### src/rtl/ipsm_pkg.sv
// Package for the in-place sorted merge block: word type, mode codes and
// sequencer states. It has no dependencies of its own.
`default_nettype none
package ipsm_pkg;

    typedef logic signed [31:0] t_word;

    typedef enum logic [1:0] {
        MODE_LOAD_FIRST  = 2'd0,
        MODE_LOAD_SECOND = 2'd1,
        MODE_RUN         = 2'd2,
        MODE_NONE        = 2'd3
    } t_mode;

    typedef enum logic [3:0] {
        S_IDLE,
        S_HEAD_RD,
        S_HEAD_WT,
        S_SCAN_RD,
        S_SCAN_CMP,
        S_MRG_RD,
        S_MRG_CMP,
        S_SINK_RD,
        S_SINK_CMP,
        S_EMIT_RD,
        S_EMIT_OUT
    } t_state;

endpackage
`default_nettype wire

### src/rtl/in_place_sorted_merge.sv
// Top level of the in-place sorted merge block: two stores, one shared
// comparator and the sequencer that drives them. Depends on ipsm_pkg.
//
//   channel | direction | handshake                   | payload
//   --------+-----------+-----------------------------+-------------------------------
//   in      | input     | i_in_valid / o_in_stall     | i_mode, i_sample_value
//   out     | output    | o_out_valid / i_out_stall   | o_merged_value, o_last_of_run
//
// A load is written into its store while idle. A run fetches the head of the second store,
// scans the first store backward from its end, walks the first store from the scan stop on,
// sinks each new head of the second store by adjacent swaps (up to n1*(n2-1) swaps), emits
// each element, switches stores and finishes. The single read port of each store and the
// one comparator set its pace. The input is stalled from the run transfer until the
// sequencer is idle again after the last result enters the output register. Reset clears
// only the counts, output valid and sequencer; an output stall holds it in its emit step.
`default_nettype none
module in_place_sorted_merge
    import ipsm_pkg::*;
#(
    parameter int MAX_LEN = 32
) (
    input  wire logic                i_clk,
    input  wire logic                i_rst_n,
    input  wire logic                i_in_valid,
    output logic                     o_in_stall,
    input  wire logic [1:0]          i_mode,
    input  wire logic signed [31:0]  i_sample_value,
    output logic                     o_out_valid,
    input  wire logic                i_out_stall,
    output logic signed [31:0]       o_merged_value,
    output logic                     o_last_of_run
);

    localparam int AW = (MAX_LEN > 1) ? $clog2(MAX_LEN) : 1;
    localparam int CW = $clog2(MAX_LEN + 1);
    localparam logic [CW-1:0] FULL = CW'(MAX_LEN);
    localparam logic [CW-1:0] ONE  = CW'(1);

    t_word r_mem_a [MAX_LEN];
    t_word r_mem_b [MAX_LEN];

    t_state r_state, n_state;
    logic [CW-1:0] r_cnt_a, n_cnt_a, r_cnt_b, n_cnt_b;
    logic [CW-1:0] r_idx, n_idx;
    logic [CW-1:0] r_j, n_j;
    logic r_side, n_side;
    t_word r_head, n_head;
    t_word r_cur, n_cur;
    t_word r_rd_a, r_rd_b;
    logic r_out_valid, n_out_valid;
    t_word r_out_data, n_out_data;
    logic r_out_last, n_out_last;

    logic [AW-1:0] rd_addr_a, rd_addr_b, wr_addr_a, wr_addr_b;
    logic we_a, we_b;
    t_word wd_a, wd_b;
    t_word cmp_x, cmp_y;
    logic gt;
    logic in_xfer, out_free;
    logic [CW-1:0] idx_m1, idx_p1, j_p1;
    t_mode mode;

    assign mode     = t_mode'(i_mode);
    assign in_xfer  = i_in_valid && !o_in_stall;
    assign out_free = !r_out_valid || !i_out_stall;
    assign idx_m1   = r_idx - ONE;
    assign idx_p1   = r_idx + ONE;
    assign j_p1     = r_j + ONE;

    // The one comparator shared by scan, merge and sink steps.
    always_comb begin
        cmp_x = r_rd_a;
        cmp_y = r_head;
        if (r_state == S_SINK_CMP) begin
            cmp_x = r_cur;
            cmp_y = r_rd_b;
        end
    end
    assign gt = cmp_x > cmp_y;

    always_comb begin
        n_state = r_state;
        unique case (r_state)
            S_IDLE: begin
                if (in_xfer && mode == MODE_RUN) begin
                    if (r_cnt_a == '0 || r_cnt_b == '0) begin
                        n_state = S_EMIT_RD;
                    end else begin
                        n_state = S_HEAD_RD;
                    end
                end
            end
            S_HEAD_RD:  n_state = S_HEAD_WT;
            S_HEAD_WT:  n_state = S_SCAN_RD;
            S_SCAN_RD:  n_state = (r_idx == '0) ? S_MRG_RD : S_SCAN_CMP;
            S_SCAN_CMP: n_state = gt ? S_SCAN_RD : S_MRG_RD;
            S_MRG_RD:   n_state = (r_idx == r_cnt_a) ? S_EMIT_RD : S_MRG_CMP;
            S_MRG_CMP:  n_state = gt ? S_SINK_RD : S_MRG_RD;
            S_SINK_RD:  n_state = (j_p1 == r_cnt_b) ? S_MRG_RD : S_SINK_CMP;
            S_SINK_CMP: n_state = gt ? S_SINK_RD : S_MRG_RD;
            S_EMIT_RD: begin
                if (r_side && r_idx == r_cnt_b) begin
                    n_state = S_IDLE;
                end else if (r_side || r_idx != r_cnt_a) begin
                    n_state = S_EMIT_OUT;
                end
            end
            S_EMIT_OUT: n_state = out_free ? S_EMIT_RD : S_EMIT_OUT;
            default:    n_state = S_IDLE;
        endcase
    end

    always_comb begin
        n_cnt_a     = r_cnt_a;
        n_cnt_b     = r_cnt_b;
        n_idx       = r_idx;
        n_j         = r_j;
        n_side      = r_side;
        n_head      = r_head;
        n_cur       = r_cur;
        n_out_valid = r_out_valid && i_out_stall;
        n_out_data  = r_out_data;
        n_out_last  = r_out_last;
        rd_addr_a   = r_idx[AW-1:0];
        rd_addr_b   = '0;
        we_a        = 1'b0;
        we_b        = 1'b0;
        wr_addr_a   = r_idx[AW-1:0];
        wr_addr_b   = r_j[AW-1:0];
        wd_a        = r_head;
        wd_b        = r_cur;
        o_in_stall  = (r_state != S_IDLE);
        unique case (r_state)
            S_IDLE: begin
                wd_a      = i_sample_value;
                wd_b      = i_sample_value;
                wr_addr_a = r_cnt_a[AW-1:0];
                wr_addr_b = r_cnt_b[AW-1:0];
                n_idx     = '0;
                n_side    = 1'b0;
                if (in_xfer && mode == MODE_LOAD_FIRST && r_cnt_a < FULL) begin
                    we_a    = 1'b1;
                    n_cnt_a = r_cnt_a + ONE;
                end
                if (in_xfer && mode == MODE_LOAD_SECOND && r_cnt_b < FULL) begin
                    we_b    = 1'b1;
                    n_cnt_b = r_cnt_b + ONE;
                end
            end
            S_HEAD_RD: begin
                rd_addr_b = '0;
            end
            S_HEAD_WT: begin
                n_head = r_rd_b;
                n_idx  = r_cnt_a;
            end
            S_SCAN_RD: begin
                rd_addr_a = idx_m1[AW-1:0];
            end
            S_SCAN_CMP: begin
                if (gt) begin
                    n_idx = idx_m1;
                end
            end
            S_MRG_RD: begin
                rd_addr_a = r_idx[AW-1:0];
                n_side    = 1'b0;
                if (r_idx == r_cnt_a) begin
                    n_idx = '0;
                end
            end
            S_MRG_CMP: begin
                if (gt) begin
                    we_a  = 1'b1;
                    n_cur = r_rd_a;
                    n_j   = '0;
                end else begin
                    n_idx = idx_p1;
                end
            end
            S_SINK_RD: begin
                rd_addr_b = j_p1[AW-1:0];
                if (j_p1 == r_cnt_b) begin
                    we_b  = 1'b1;
                    n_idx = idx_p1;
                    if (r_j == '0) begin
                        n_head = r_cur;
                    end
                end
            end
            S_SINK_CMP: begin
                we_b = 1'b1;
                if (gt) begin
                    wd_b = r_rd_b;
                    n_j  = j_p1;
                    if (r_j == '0) begin
                        n_head = r_rd_b;
                    end
                end else begin
                    n_idx = idx_p1;
                    if (r_j == '0) begin
                        n_head = r_cur;
                    end
                end
            end
            S_EMIT_RD: begin
                rd_addr_a = r_idx[AW-1:0];
                rd_addr_b = r_idx[AW-1:0];
                if (r_side && r_idx == r_cnt_b) begin
                    n_cnt_a = '0;
                    n_cnt_b = '0;
                end else if (!r_side && r_idx == r_cnt_a) begin
                    n_side = 1'b1;
                    n_idx  = '0;
                end
            end
            S_EMIT_OUT: begin
                rd_addr_a = r_idx[AW-1:0];
                rd_addr_b = r_idx[AW-1:0];
                if (out_free) begin
                    n_out_valid = 1'b1;
                    n_out_data  = r_side ? r_rd_b : r_rd_a;
                    n_out_last  = r_side ? (idx_p1 == r_cnt_b)
                                         : (idx_p1 == r_cnt_a && r_cnt_b == '0);
                    n_idx       = idx_p1;
                end
            end
            default: begin
                n_idx = '0;
            end
        endcase
    end

    always_ff @(posedge i_clk) begin
        if (we_a) begin
            r_mem_a[wr_addr_a] <= wd_a;
        end
        r_rd_a <= r_mem_a[rd_addr_a];
    end

    always_ff @(posedge i_clk) begin
        if (we_b) begin
            r_mem_b[wr_addr_b] <= wd_b;
        end
        r_rd_b <= r_mem_b[rd_addr_b];
    end

    always_ff @(posedge i_clk) begin
        if (!i_rst_n) begin
            r_state     <= S_IDLE;
            r_cnt_a     <= '0;
            r_cnt_b     <= '0;
            r_out_valid <= 1'b0;
        end else begin
            r_state     <= n_state;
            r_cnt_a     <= n_cnt_a;
            r_cnt_b     <= n_cnt_b;
            r_out_valid <= n_out_valid;
        end
    end

    always_ff @(posedge i_clk) begin
        r_idx      <= n_idx;
        r_j        <= n_j;
        r_side     <= n_side;
        r_head     <= n_head;
        r_cur      <= n_cur;
        r_out_data <= n_out_data;
        r_out_last <= n_out_last;
    end

    assign o_out_valid    = r_out_valid;
    assign o_merged_value = r_out_data;
    assign o_last_of_run  = r_out_last;

    a_merge_index: assert property (@(posedge i_clk) disable iff (!i_rst_n)
        (r_state == S_MRG_RD) |-> (r_idx <= r_cnt_a))
        else $error("merge index ran past the first store");

    a_sink_bound: assert property (@(posedge i_clk) disable iff (!i_rst_n)
        (r_state == S_SINK_CMP) |-> (j_p1 < r_cnt_b))
        else $error("sink step read past the second store");

    a_counts_clear: assert property (@(posedge i_clk) disable iff (!i_rst_n)
        (r_state == S_EMIT_RD && n_state == S_IDLE) |=> (r_cnt_a == '0 && r_cnt_b == '0))
        else $error("counts not cleared at the end of a run");

endmodule
`default_nettype wire

### config.mk
export PLATFORM = sky130hd
export DESIGN_NAME = in_place_sorted_merge
export DESIGN_NICKNAME = d
export VERILOG_FILES = /design/src/rtl/ipsm_pkg.sv /design/src/rtl/in_place_sorted_merge.sv
export SDC_FILE = /design/constraint.sdc
export NUM_CORES = 2
export LEC_CHECK = 0
export BUFFER_PORTS_ARGS = -buffer_cell sky130_fd_sc_hd__buf_2
export CAP_MARGIN = 20
export CORE_AREA = 2 2 323 565
export DETAILED_ROUTE_END_ITERATION = 8
export DIE_AREA = 0 0 325 567
export PLACE_DENSITY_LB_ADDON = 0.25
export SLEW_MARGIN = 30
export SYNTH_ARGS = -nofsm -noshare
export SYNTH_HDL_FRONTEND = slang
export SYNTH_SLANG_ARGS = --single-unit
### constraint.sdc
create_clock -name i_clk -period 8 [get_ports i_clk]
set_clock_uncertainty 0.15 [all_clocks]
set_input_delay 1.6 -clock i_clk [delete_from_list [all_inputs] [get_ports i_clk]]
set_output_delay 1.6 -clock i_clk [all_outputs]
set_load 0.02 [all_outputs]
## After elaboration in Yosys (flattened, before gate mapping)

Memories as Yosys holds them, arrays and structs flattened. A register that Yosys moved wholly into a read port is not among the register bits.
Cells that the tools add are included.

| operators by class | value |
|---|---|
| add/sub/neg operators | 5 |
| $lt $le $gt $ge | 3 |
| equality and inequality tests | 33 |
| mux-type cells | 58 |
| bitwise operators | 1 |
| reduce and logical (&&, ||, !) cells | 41 |

Operator list:

| cell | number |
|---|---|
| $mux 32 | 9 |
| $pmux 32 s3 | 1 |
| $mux 6 | 12 |
| $pmux 32 s2 | 1 |
| $pmux 6 s8 | 1 |
| $pmux 4 s10 | 1 |
| $pmux 6 s2 | 3 |
| $gt 32x32->1 | 1 |
| $eq 6x6->1 | 5 |
| $ne 2x2->1 const B | 13 |
| $add 6x1->6 const B | 4 |
| $logic_not 6->1 | 4 |
| $mux 4 | 6 |
| $eq 4x3->1 const B | 4 |
| $mux 5 | 3 |
| $reduce_and 3->1 | 5 |
| $mux 1 | 14 |
| $eq 4x4->1 const B | 3 |
| $lt 6x6->1 const B | 2 |
| $logic_and 1x1->1 | 10 |
| $pmux 5 s2 | 1 |
| $eq 4x2->1 const B | 2 |
| $reduce_and 8->1 | 1 |
| $reduce_or 2->1 | 4 |
| other kinds (20) | 31 |

| word-level totals | value |
|---|---|
| register bits | 127 |
| memory bits (writable) | 2048 |
| input bits | 38 |
| output and inout port bits | 35 |
| logic and storage cells | 154 |
| memories kept | 2 |

Memories:

| memory | words | bits a word | read ports | clocked after Yosys merged registers in | write ports | RTL line | source |
|---|---|---|---|---|---|---|---|
| r_mem_a | 32 | 32 | 1 | 1 | 1 | in_place_sorted_merge.sv:39 | `t_word r_mem_a [MAX_LEN];` |
| r_mem_b | 32 | 32 | 1 | 1 | 1 | in_place_sorted_merge.sv:40 | `t_word r_mem_b [MAX_LEN];` |

## Longest topological paths before layout

| logic depth | value |
|---|---|
| depth in word-level cells | 9 |
| mapped depth | 17 |
| depth with buffers taken out | 13 |

## Least setup slack after synthesis

Ideal clock, no wire load.

| timing path | value |
|---|---|
| kind | flip-flop to flip-flop |
| start point | reg r_state[3] |
| end point | mem r_mem_a[0][0] (netlist name), enable pin |
| arrival | 6.074 ns |
| required time | 7.429 ns |
| path slack | 1.354 ns |
| cell stages (with the launch flop) | 16 |
| period minus slack after synthesis | 6.646 ns |
| path through | dfxtp_1 inv_1 nor2_1 nand2_1 buf_1 clkbuf_1 nand2_1 nand2_1 ha_1 nand4_1 or4_4 nor2_1 o41ai_2 a2111oi_4 o22ai_1 nor2_1 |

| between the ends | value |
|---|---|
| longest elaborated chain between the ends | 9 |
| elaborated cells on any way between the ends | 17 |

Ends and longest elaborated chain:

| item | RTL line | source |
|---|---|---|
| from (decl) | in_place_sorted_merge.sv:42 | `t_state r_state, n_state;` |
| from (signal assigned) | in_place_sorted_merge.sv:255 | `r_state <= n_state;` |
| parallel branches: the longest is 9 deep, another holds $gt 32x32->1 | -- |  |
| to (decl) | in_place_sorted_merge.sv:39 |  |

Several ways; the timed one is not identified.

## Worst setup path after layout

| timing path | value |
|---|---|
| start point | reg r_state[3] |
| end point | mem r_mem_b[25][24] (netlist name) (data pin) |

| between the ends | value |
|---|---|
| longest elaborated chain between the ends | 5 |
| elaborated cells on any way between the ends | 7 |

Ends and longest elaborated chain:

| item | RTL line | source |
|---|---|---|
| $eq 4x4->1 | in_place_sorted_merge.sv:74, in_place_sorted_merge.sv:133 |  |
| $mux 32 | in_place_sorted_merge.sv:74 | `if (r_state == S_SINK_CMP) begin` |
| $gt 32x32->1 | in_place_sorted_merge.sv:79 | `assign gt = cmp_x > cmp_y;` |
| $mux 32 | in_place_sorted_merge.sv:193 | `if (gt) begin` |
| $pmux 32 s2 (*) | in_place_sorted_merge.sv:133 | `unique case (r_state)` |
| via wd_b[24] | in_place_sorted_merge.sv:56 | `t_word wd_a, wd_b;` |
| to (decl) | in_place_sorted_merge.sv:40 |  |

Mark *: on every way through the listed nets, which the timed path passes. The rest lies on a longest branch.

==> results.toml <==
[outcome]
outcome = "complete, no violations"

[layout]
fillerInstances = 13600
fin_area_sq_mm = 0.101
drive_gt1_share_pct = 18.9
finish.utilization_pct = 55.9
syn_to_final_growth_pct = 12.3
fin_nets = 5302

[clock_network]
post_cts_buffers = 0
cts.sinks = 2239
cts_resized = 0
cts_max_level = 4
cts_buffers = 196
clock_path_buffers = 4
clk_latency_ns = 0.84
clk_pin_slew_ns = 0.07
cts-root-buf = "clkbuf_16"
hold_buffers = 0
cts_tree = "yes"

[sta]
maxSlewViolCount = 0
hold_violations = 0
fin_setup_tns_ns = 0
slew_headroom_pct = 26.4
setup_viol = 0
rsz0062_at_grt = "no"
min_period_over_period_pct = 87.1
finalCriticalPeriod_ns = 6.97
worst_slew_pin_slew_ns = 1.10
timing.fmax_mhz = 143
holdWs_ns = 0.296

[power]
power.total_mw = 35.7
p_sw_share_pct = 31.5
switching_power_mw = 11.2
seq_power_share_pct = 46.4
power_frac_clock_pct = 26.8
internal_power_mw = 24.5
peakVddDrop_uv = 337
power_density_mw_per_mm2 = 355
combinationalPowerShare_pct = 26.8
leakage_nw = 33.0

[grt]
grt_pass1_wl_mm = 346
grt_max_degree = 134
grt.total_usage_pct = 26.0
overflow = 0
grt_pass1_vias = 48500
antenna_found_initial = 13

[logic_synthesis]
ys_types = 70
synth_seq_cells = 2239
synthArstFlopShare_pct = 0
syn_area_per_cell_sq_um = 17.6
postSynthCellCount = 5093
yosysWarnings = 0
synth_top_flop_cell = "edfxtp_1"
syn_nets = 5172
yosysSeqAreaShare_pct = 74.2
syn_area_sq_mm = 0.0895
synth_edf_count = 2158

[setup_path]
critical_path.slowest_cell = "o21ai_4"
crit_required_ns = 8.33
critPathCaptureType = "flip-flop"
cp_cell_sequence = "inv_1 -> nor2_1 -> nand2_4 -> mux2i_1 -> ha_1 -> nand4_1 -> or4_4 -> nand2b_4 -> a31oi_1 -> a211oi_4 -> o21ai_4 -> buf_4 -> a221o_1"
cpPeakStageDelay_ns = 0.90
crit_arrival_ns = 7.30
start_kind = "flip-flop"
crit_type = "flip-flop to flip-flop"
critPathMaxFanout = 43

[placement]
port_buffers = 72
place_area_sq_mm = 0.0940
dp_hpwl_mm = 150
place.gp.congestion = 0.851

[floorplanning]
row_count = 206
start_util_pct = 49.8
core-area_sq_mm = 0.180
die_w_microns = 325
die-area_sq_mm = 0.184
die_h_microns = 567
pin_count = 73

[detailed_routing]
drtIter0Drc = 5478
viasPerCell = 6.16
remaining_drc_errors = 0
ant_nets = 0
vias = 47900
wirelength_mm = 243
dr.pass1.iters = 7
post_drt_wl_per_cell_microns = 31.3

[run]
cap_violations = 0

[min_path]
hp-class = "flip-flop to flip-flop"
-- critical path: cells and delay by family (launching register included) --
| kind | cells | cell delay (ns) |
|---|---|---|
| flip-flops | 1 | 0.63 |
| adder cells (fa/ha/maj) | 1 | 0.34 |
| buffers and inverters | 2 | 0.68 |
| AND/OR/NAND/NOR | 5 | 2.00 |
| AO/OA/AOI/OAI | 4 | 2.50 |
| multiplexers | 1 | 0.25 |
-- synthesized netlist by cell type, types with 9 or more instances --
master	count	share of area, %
nand4_1	42	0.29
inv_1	14	0.059
a21o_1	36	0.30
buf_2	101	0.56
nand2_1	605	2.5
xor2_1	26	0.25
nor3_1	23	0.13
and2_1	103	0.72
a21oi_1	21	0.12
a221oi_1	32	0.31
a22oi_1	66	0.55
nand2b_1	12	0.084
mux2i_1	513	5.7
buf_4	9	0.076
nand3_1	120	0.67
dfxtp_1	81	1.8
o21ai_0	18	0.10
o211ai_1	34	0.29
edfxtp_1	2158	72
a221o_1	34	0.38
nor2_1	107	0.45
mux2_1	15	0.19
xnor2_1	25	0.24
and3_1	9	0.063
buf_1	22	0.092
o2111ai_1	32	0.31
a31oi_1	99	0.69
a211oi_1	69	0.58
mux2_2	81	1.0
clkbuf_1	174	0.73
a32o_1	33	0.37
ha_1	41	0.57
mux4_2	257	6.5
-- power groups by stage --
stage          registers (mW)  clock network, mW  logic [mW]
2_1_floorplan            16.5                  0        5.95
3_3_place_gp             16.8                  0        9.40
3_5_place_dp             16.8                  0        9.54
4_1_cts                  16.6               9.68        9.57
5_1_grt                  16.6               10.1        10.2
6_report                 16.5               9.58        9.57
-- cells by family after synthesis --
family / after synthesis / synth area share (%)
flip-flops: 2239 / 74.2
AND/OR/NAND/NOR: 1053 / 5.22
multiplexers: 866 / 13.4
AO/OA/AOI/OAI: 516 / 4.41
buffers and inverters: 324 / 1.57
XOR/XNOR: 54 / 0.561
adder cells (fa/ha/maj): 41 / 0.573
-- state kept, by name (all words and copies together) (netlist names) --
signal / flops
r_mem_b: 1024
r_j: 6
r_rd_b: 32
o_out_valid: 1
r_cnt_a: 6
r_mem_a: 1024
r_cur: 32
r_head: 32
r_side: 1
r_rd_a: 32
r_state: 4
r_cnt_b: 6
o_last_of_run: 1
o_merged_value: 32
r_idx: 6
-- per-stage QoR --
step	setup WS, ns	instances
final	1.03	7773
after global routing	0.794	7770
after CTS	1.11	7766
after detailed placement	1.15	7414
after global placement	1.32	7396
after floorplan	1.35	5093
-- layout make-up --
class | count | area (sq um) | share of cell area (%)
diodes | 4 | 10.0 | 0.00996
clock buffers | 247 | 5320 | 5.30
clock inverters | 105 | 1110 | 1.10
inverters | 14 | 52.6 | 0.0523
multi-input cells | 2530 | 22500 | 22.3
flip-flops and latches | 2239 | 66400 | 66.1
well taps | 2392 | 2990 | 2.98
repair buffers | 242 | 2140 | 2.13
-- cells in the final DEF, fill, tap and decap left out, types with 15 or more instances in the layout --
cell type / count
edfxtp_1: 2158
nand2_1: 603
mux2i_1: 513
mux4_2: 257
clkbuf_16: 201
buf_4: 141
nand3_1: 120
and2_1: 100
a31oi_1: 99
mux2_2: 81
dfxtp_1: 81
nor2_4: 72
buf_2: 72
a211oi_1: 68
a22oi_1: 64
nand4_1: 42
ha_1: 41
clkinv_2: 37
nor2_1: 35
o211ai_1: 34
clkbuf_1: 34
a32o_1: 32
o2111ai_1: 32
a221oi_1: 32
clkinv_1: 30
xnor2_1: 25
xor2_1: 25
a21o_1: 22
bufinv_16: 22
a221o_2: 21
a21oi_1: 20
buf_16: 20
nor3_1: 19
o21ai_0: 18
mux2_1: 15
-- worst paths after layout --
| path | from | endpoint | slack [ns] | cells past startpoint |
|---|---|---|---|---|
| setup reg to reg | r_state[3] | r_mem_b[25][24] | 1.03 | 13 |
| setup / recovery | r_state[3] | r_mem_b[25][24] | 1.03 | 13 |
| hold reg to reg | r_rd_a[12] | r_cur[12] | 0.30 | 0 |
| hold / removal | r_rd_a[12] | r_cur[12] | 0.30 | 0 |
-- layer usage --
| layer | vias to the layer above | GRT usage, % | share of wire [%] |
|---|---|---|---|
| li1 | 20500 | - | - |
| met1 | 24900 | 31.0 | 36 |
| met2 | 2037 | 47.3 | 53 |
| met3 | 541 | 3.37 | 6.5 |
| met4 | 0 | 11.3 | 4.8 |
| met5 | - | 0 | 0 |
No activity file was read; power rests on OpenSTA's default activity.
